## src/design/ott_pkg.sv

```systemverilog
`default_nettype none

package ott_pkg;

    localparam int OTT_MAX_SAMPLES = 1024;
    localparam int OTT_BINS        = 100;
    localparam int OTT_SAMPLE_BITS = 16;

    // Products taken through the shared multiplier during the scan and for the final threshold.
    localparam logic [2:0] MUL_OP_A = 3'd0;
    localparam logic [2:0] MUL_OP_B = 3'd1;
    localparam logic [2:0] MUL_OP_D = 3'd2;
    localparam logic [2:0] MUL_OP_N = 3'd3;
    localparam logic [2:0] MUL_OP_L = 3'd4;
    localparam logic [2:0] MUL_OP_R = 3'd5;
    localparam logic [2:0] MUL_OP_Q = 3'd6;

    typedef struct packed {
        logic       load;
        logic       idx_clr;
        logic       idx_inc;
        logic       st_rd;
        logic       hist_div;
        logic       bin_clr_wr;
        logic       bin_rd_hist;
        logic       bin_wr_hist;
        logic       bin_rd_scan;
        logic       scan_init;
        logic       scan_acc;
        logic       mul_start;
        logic       mul_capture;
        logic [2:0] mul_op;
        logic       cmp_update;
        logic       emit_flat;
        logic       emit_thr;
    } ott_cmd_t;

    typedef struct packed {
        logic flat;
        logic clr_end;
        logic hist_end;
        logic scan_end;
        logic div_done;
        logic mul_done;
        logic n1_zero;
        logic n2_zero;
        logic have;
    } ott_sts_t;

endpackage

`default_nettype wire

```

## src/design/ott_ctrl.sv

```systemverilog
`default_nettype none

module ott_ctrl
    import ott_pkg::*;
(
    input  wire logic     clk,
    input  wire logic     rst_n,
    input  wire logic     start,
    input  wire logic     last,
    input  wire ott_sts_t sts,
    output logic          busy,
    output ott_cmd_t      cmd
);

    localparam logic [3:0] S_IDLE   = 4'd0;
    localparam logic [3:0] S_CHECK  = 4'd1;
    localparam logic [3:0] S_CLR    = 4'd2;
    localparam logic [3:0] S_HRD    = 4'd3;
    localparam logic [3:0] S_HX     = 4'd4;
    localparam logic [3:0] S_HDIV   = 4'd5;
    localparam logic [3:0] S_HBIN   = 4'd6;
    localparam logic [3:0] S_SRD    = 4'd7;
    localparam logic [3:0] S_SBW    = 4'd8;
    localparam logic [3:0] S_MSTART = 4'd9;
    localparam logic [3:0] S_MWAIT  = 4'd10;
    localparam logic [3:0] S_CMP    = 4'd11;
    localparam logic [3:0] S_FIN    = 4'd12;
    localparam logic [3:0] S_FDIV   = 4'd13;
    localparam logic [3:0] S_FWAIT  = 4'd14;

    logic [3:0] state_reg;
    logic [3:0] state_next;
    logic [2:0] op_reg;
    logic [2:0] op_next;

    always_ff @(posedge clk or negedge rst_n)
    begin
        if (!rst_n)
        begin
            state_reg <= S_IDLE;
            op_reg    <= MUL_OP_A;
        end
        else
        begin
            state_reg <= state_next;
            op_reg    <= op_next;
        end
    end

    always_comb
    begin
        cmd        = '0;
        cmd.mul_op = op_reg;
        state_next = state_reg;
        op_next    = op_reg;
        case (state_reg)
            S_IDLE:
            begin
                if (start)
                begin
                    cmd.load = 1'b1;
                    if (last)
                    begin
                        state_next = S_CHECK;
                    end
                end
            end
            S_CHECK:
            begin
                if (sts.flat)
                begin
                    cmd.emit_flat = 1'b1;
                    state_next    = S_IDLE;
                end
                else
                begin
                    cmd.idx_clr = 1'b1;
                    state_next  = S_CLR;
                end
            end
            S_CLR:
            begin
                cmd.bin_clr_wr = 1'b1;
                if (sts.clr_end)
                begin
                    cmd.idx_clr = 1'b1;
                    state_next  = S_HRD;
                end
                else
                begin
                    cmd.idx_inc = 1'b1;
                end
            end
            S_HRD:
            begin
                if (sts.hist_end)
                begin
                    cmd.scan_init = 1'b1;
                    cmd.idx_clr   = 1'b1;
                    state_next    = S_SRD;
                end
                else
                begin
                    cmd.st_rd  = 1'b1;
                    state_next = S_HX;
                end
            end
            S_HX:
            begin
                cmd.hist_div = 1'b1;
                state_next   = S_HDIV;
            end
            S_HDIV:
            begin
                if (sts.div_done)
                begin
                    cmd.bin_rd_hist = 1'b1;
                    state_next      = S_HBIN;
                end
            end
            S_HBIN:
            begin
                cmd.bin_wr_hist = 1'b1;
                cmd.idx_inc     = 1'b1;
                state_next      = S_HRD;
            end
            S_SRD:
            begin
                if (sts.scan_end)
                begin
                    state_next = S_FIN;
                end
                else
                begin
                    cmd.bin_rd_scan = 1'b1;
                    state_next      = S_SBW;
                end
            end
            S_SBW:
            begin
                cmd.scan_acc = 1'b1;
                if (sts.n1_zero)
                begin
                    cmd.idx_inc = 1'b1;
                    state_next  = S_SRD;
                end
                else if (sts.n2_zero)
                begin
                    state_next = S_FIN;
                end
                else
                begin
                    op_next    = MUL_OP_A;
                    state_next = S_MSTART;
                end
            end
            S_MSTART:
            begin
                cmd.mul_start = 1'b1;
                state_next    = S_MWAIT;
            end
            S_MWAIT:
            begin
                if (sts.mul_done)
                begin
                    cmd.mul_capture = 1'b1;
                    state_next      = S_MSTART;
                    case (op_reg)
                        MUL_OP_A: op_next = MUL_OP_B;
                        MUL_OP_B: op_next = MUL_OP_D;
                        MUL_OP_D: op_next = MUL_OP_N;
                        MUL_OP_N: op_next = MUL_OP_L;
                        MUL_OP_L: op_next = MUL_OP_R;
                        default:  state_next = S_CMP;
                    endcase
                end
            end
            S_CMP:
            begin
                cmd.cmp_update = 1'b1;
                cmd.idx_inc    = 1'b1;
                state_next     = S_SRD;
            end
            S_FIN:
            begin
                if (sts.have)
                begin
                    op_next    = MUL_OP_Q;
                    state_next = S_FDIV;
                end
                else
                begin
                    cmd.emit_thr = 1'b1;
                    state_next   = S_IDLE;
                end
            end
            S_FDIV:
            begin
                cmd.mul_start = 1'b1;
                state_next    = S_FWAIT;
            end
            S_FWAIT:
            begin
                if (sts.mul_done)
                begin
                    cmd.emit_thr = 1'b1;
                    state_next   = S_IDLE;
                end
            end
            default:
            begin
                state_next = S_IDLE;
            end
        endcase
    end

    assign busy = state_reg != S_IDLE;

endmodule

`default_nettype wire

```

## config.mk

```make
export PLATFORM = sky130hd
export DESIGN_NAME = ott_ctrl
export DESIGN_NICKNAME = d
export VERILOG_FILES = /design/src/design/ott_pkg.sv /design/src/design/ott_ctrl.sv
export SDC_FILE = /design/constraint.sdc
export NUM_CORES = 1
export LEC_CHECK = 0
export BUFFER_PORTS_ARGS = -buffer_cell sky130_fd_sc_hd__clkbuf_2
export CORE_ASPECT_RATIO = 1.25
export CORE_MARGIN = 5
export CORE_UTILIZATION = 47
export DETAILED_ROUTE_END_ITERATION = 16
export PLACE_DENSITY_LB_ADDON = 0.05
export SLEW_MARGIN = 20
export SYNTH_ARGS = -nofsm -noshare
export SYNTH_HDL_FRONTEND = slang
export SYNTH_SLANG_ARGS = --single-unit
```

## constraint.sdc

```tcl
create_clock -name clk -period 2.39 [get_ports clk]
set_input_delay 0.478 -clock clk [delete_from_list [all_inputs] [get_ports clk]]
set_output_delay 0.478 -clock clk [all_outputs]
set_load 0.01 [all_outputs]
```

# Word-level counts from Yosys, hierarchy flattened

Index checks and enable logic that the tools add are counted.

Register bits: 7
Logic and storage cells: 87

Eq/ne operators: 28
Multiplexer cells: 48
Reduce and logical (&&, ||, !) cells: 9

Operators by type and width:

| kind                                                                  | count |
|---|---|
| 4-bit one-hot mux with 15 select lines                                | 1 |
| 4-bit 2-to-1 mux                                                      | 8 |
| 4-bit equality test, second input constant                            | 7 |
| 1-bit 2-to-1 mux                                                      | 25 |
| 3-bit 2-to-1 mux                                                      | 6 |
| 2-bit != test, second input constant                                  | 9 |
| 4-bit by 3-bit equality test with 1-bit output, second input constant | 4 |
| 3-bit one-hot mux with 5 select lines                                 | 1 |
| 6-bit AND reduction                                                   | 2 |
| 3-bit one-hot mux with 3 select lines                                 | 1 |
| 4-bit by 2-bit equality test with 1-bit output, second input constant | 2 |
| 3-bit by 2-bit equality test with 1-bit output, second input constant | 2 |
| 2-bit 2-to-1 mux                                                      | 3 |
| 6-bit != test, second input constant                                  | 1 |
| 1-bit one-hot mux with 3 select lines                                 | 2 |
| 5-bit OR reduction                                                    | 1 |
| 4-bit by 1-bit equality test with 1-bit output, second input constant | 1 |
| 4-bit zero test                                                       | 1 |
| 4-bit nonzero test                                                    | 1 |
| 2-bit OR reduction                                                    | 2 |
| 3-bit by 1-bit equality test with 1-bit output, second input constant | 1 |
| 3-bit equality test, second input constant                            | 1 |
| 3-bit zero test                                                       | 1 |
| 3-bit nonzero test                                                    | 1 |
| 1-bit one-hot mux with 2 select lines                                 | 1 |

# Depth between registers and ports, before layout

Word-level depth: 5
Mapped depth: 6
Mapped depth without buffers: 4

# Worst setup path before layout

Ideal clock, no wire load.

Path kind: flip-flop to output port
From: register state_reg[1]
To: output cmd[15] (netlist name)
Arrival: 1.298 ns
Required time: 1.912 ns
Path slack: 0.614 ns
Cell stages (with the launch flop): 5
Buffers on the path: 2
Cells stage by stage: dfrtp_1 clkbuf_1 buf_2 nand2_1 nor4_1

RTL lines:

| element                | RTL line       | RTL |
|---|---|---|
| start, declared        | ott_ctrl.sv:31 | `logic [3:0] state_reg;` |
| start signal, assigned | ott_ctrl.sv:45 | `state_reg <= state_next;` |
| end, declared          | ott_ctrl.sv:12 | `output ott_cmd_t cmd` |

==> results.md <==
- Maximum capacitance violations: 0
- Hold Buf Count CTS: 0
- Setup TNS: 0 ns
- First-pass GRT wire length: 3684 microns
- Skew-Pair Late Insertion Delay: 0.25 ns
- Final hold violation count: 0
- Crit path largest cell delay: 0.75 ns
- Worst EP arrival: 1.75 ns
- R2r endpoint: state_reg[2]
- Drt first pass iters: 4
- Reg clk slew, reported paths: 0.05 ns
- Initial antenna violation count: 0
- Hpwl dp: 1793 microns
- Port bufs: 32
- Initial Utilization: 50.47%
- Final nets: 156
- Antenna-violating nets left: 0
- Wirelength per Cell: 14.24 microns
- PnR worst setup slack: 0.1668 ns
- Crit path to: cmd[16]
- Final Cycle Share: 93.02%
- CP max stage cell: dfrtp_1
- Reg2reg path depth: 4
- Total CTS buffers: 3
- Post-synth top cells: 13 x nor2_1, 10 x nor3_1, 8 x inv_1
- CTS H-tree depth: 1
- Unique cell type count in the Yosys netlist: 40
- Biggest area consumer among synthesized cells: dfrtp_1
- Area share of the leading cell type in the synthesized netlist: 21.67%
- Max clock buf depth: 2
- Util after Layout: 61.56%
- P_leak: 0.4805 nW
- Mean Syn Cell Area: 7.217 sq um
- IO Pins: 33
- Die area: 0.002654 sq mm
- DR vias: 914
- Clk root buf: clkbuf_4
- Worst-margin pin slew: 0.6362 ns
- Avg Vias per Cell: 5.713
- Reg-to-reg critical path startpoint: state_reg[1]
- All-layer global routing usage: 18.24%
- Critical Path Stages: 4
- Maximum vdd ir drop: 0.0007536 V
- Syn nets: 125
- Layout overhead on the synthesized area: 21.98%
- Rel. slew slack: 57.59%
- Crit-path cells: nor2b_1 > o21ai_0 > o22ai_1 > clkbuf_2
- CP Max Fanout: 23
- Final Wtd Congestion: 0.8835
- Setup crit end kind: output pin
- Synth Instances: 112
- Ys async rst share: 100.0%
- PostCTS Resize Cnt: 0
- DRT iter0 DRCs: 22
- Critical path's top delay family: flip-flops
- Largest net degree at the start of global routing: 24
- Share of layout cells above drive strength 1: 28.87%
- Die Span Y: 56.37 microns
- PwrDens: 1178 mW/mm^2
- Post-synth EDFFs: 0
- Fin Clk Skew: 0.004889 ns
- Core Box Area: 0.001602 sq mm
- Fmax: 449.8 MHz
- Crit path from: state_reg[1]
- CTS sink cnt: 7
- Final min period: 2.223 ns
- Synth area leaders: dfrtp_1 22%, nor3_1 6.2%, nor2_1 6.0%
- Count leader, synth: nor2_1
- Post-CTS setup repair buffer count: 0
- Diodes inserted: 0
- Min-delay worst type: in2async
- Slew Limit Fails: 0
- Status: complete, no violations
- FP Rows: 16
- RSZ-0062 raised after global routing: false
- Grt ovf: 0
- Worst Path Required: 1.91 ns
- WP buf/inv: 1
- Top_reg_cell synth: dfrtp_1
- Setup WS pre-CTS: 0.4234 ns
- Yosys warns: 0
- TritonCTS clock tree: yes
- Reg-to-reg setup timing slack: 0.42 ns
- WL final: 2278 microns
- Synthesized cell area: 808.3 sq um
- Setup violators final: 0
- Vias in the first global route: 832
- Remaining DRCs: 0
- Seq/Total Area, Yosys: 21.67%
- Max reg flops: 4
- Die W: 47.09 microns
- Startpoint Class: flip-flop
- FF+latch count, synth: 7
- CP Class: reg2out
[worst min path at each step]
| stage | slack [ns] | start | depth (start not counted) | end |
|---|---|---|---|---|
| finish | 0.04 | rst_n | 1 | op_reg[1] |
| global placement | 0.32 | rst_n | 1 | op_reg[0] |
| CTS | 0.05 | rst_n | 1 | op_reg[1] |
| floorplan | 0.18 | rst_n | 0 | op_reg[0] |
| global route | 0.05 | rst_n | 1 | op_reg[1] |
| detailed placement | 0.31 | rst_n | 1 | op_reg[0] |
[stage by stage]
step	total power, mW	instance area [sq um]	hold WS [ns]	cells
after floorplan	0.8532	808.3	0.1824	112
after global placement	1.038	959.7	0.3166	156
after detailed placement	1.055	959.7	0.3136	156
after CTS	1.164	985.9	0.04633	160
after global routing	1.275	985.9	0.04769	160
final	1.161	985.9	0.04259	160
[cell usage in the layout (no fill, tap or decap), types with 3 or more instances in the layout]
cell      netlist  layout
clkbuf_2        0      32
nor2_1         13      13
nor3_1         10      10
inv_1           8       8
nand2b_1        7       7
a21oi_1         7       7
dfrtp_1         7       7
nand2_1         6       6
o21ai_1         5       5
nor2b_1         4       4
o22ai_1         4       4
and2_1          3       3
clkbuf_4        0       3
[cell families (layout without fill, tap and decap cells)]
group / after synthesis / after routing / synth area share, %
AND/OR/NAND/NOR: 54 / 54 / 37.62
AO/OA/AOI/OAI: 33 / 33 / 28.64
buffers and inverters: 16 / 46 / 9.444
flip-flops: 7 / 7 / 21.67
multiplexers: 2 / 2 / 2.632
[per-layer routing]
layer / vias to the layer above / GRT usage [%] / share of wire (%)
met5: - / 0 / 0
met3: 4 / 1.278 / 7.1
met4: 0 / 6.324 / 2.0
met1: 411 / 23.20 / 41
li1: 467 / - / -
met2: 32 / 30.87 / 50
[power breakdown]
| part | switching [mW] | internal, mW |
|---|---|---|
| clock | 0.0440 | 0.0637 |
| sequential | 0.173 | 0.165 |
| combinational | 0.391 | 0.325 |
| total | 0.607 | 0.554 |
[area by class of cell]
| class | instances | area [sq um] |
|---|---|---|
| clock buffer | 4 | 26.28 |
| tap | 18 | 22.52 |
| inverter | 8 | 30.03 |
| multi-input combinational | 89 | 556.8 |
| timing repair buffer | 34 | 175.2 |
| fill | 162 | 615.6 |
| sequential | 7 | 175.2 |
No activity file was read; power rests on OpenSTA's default activity.
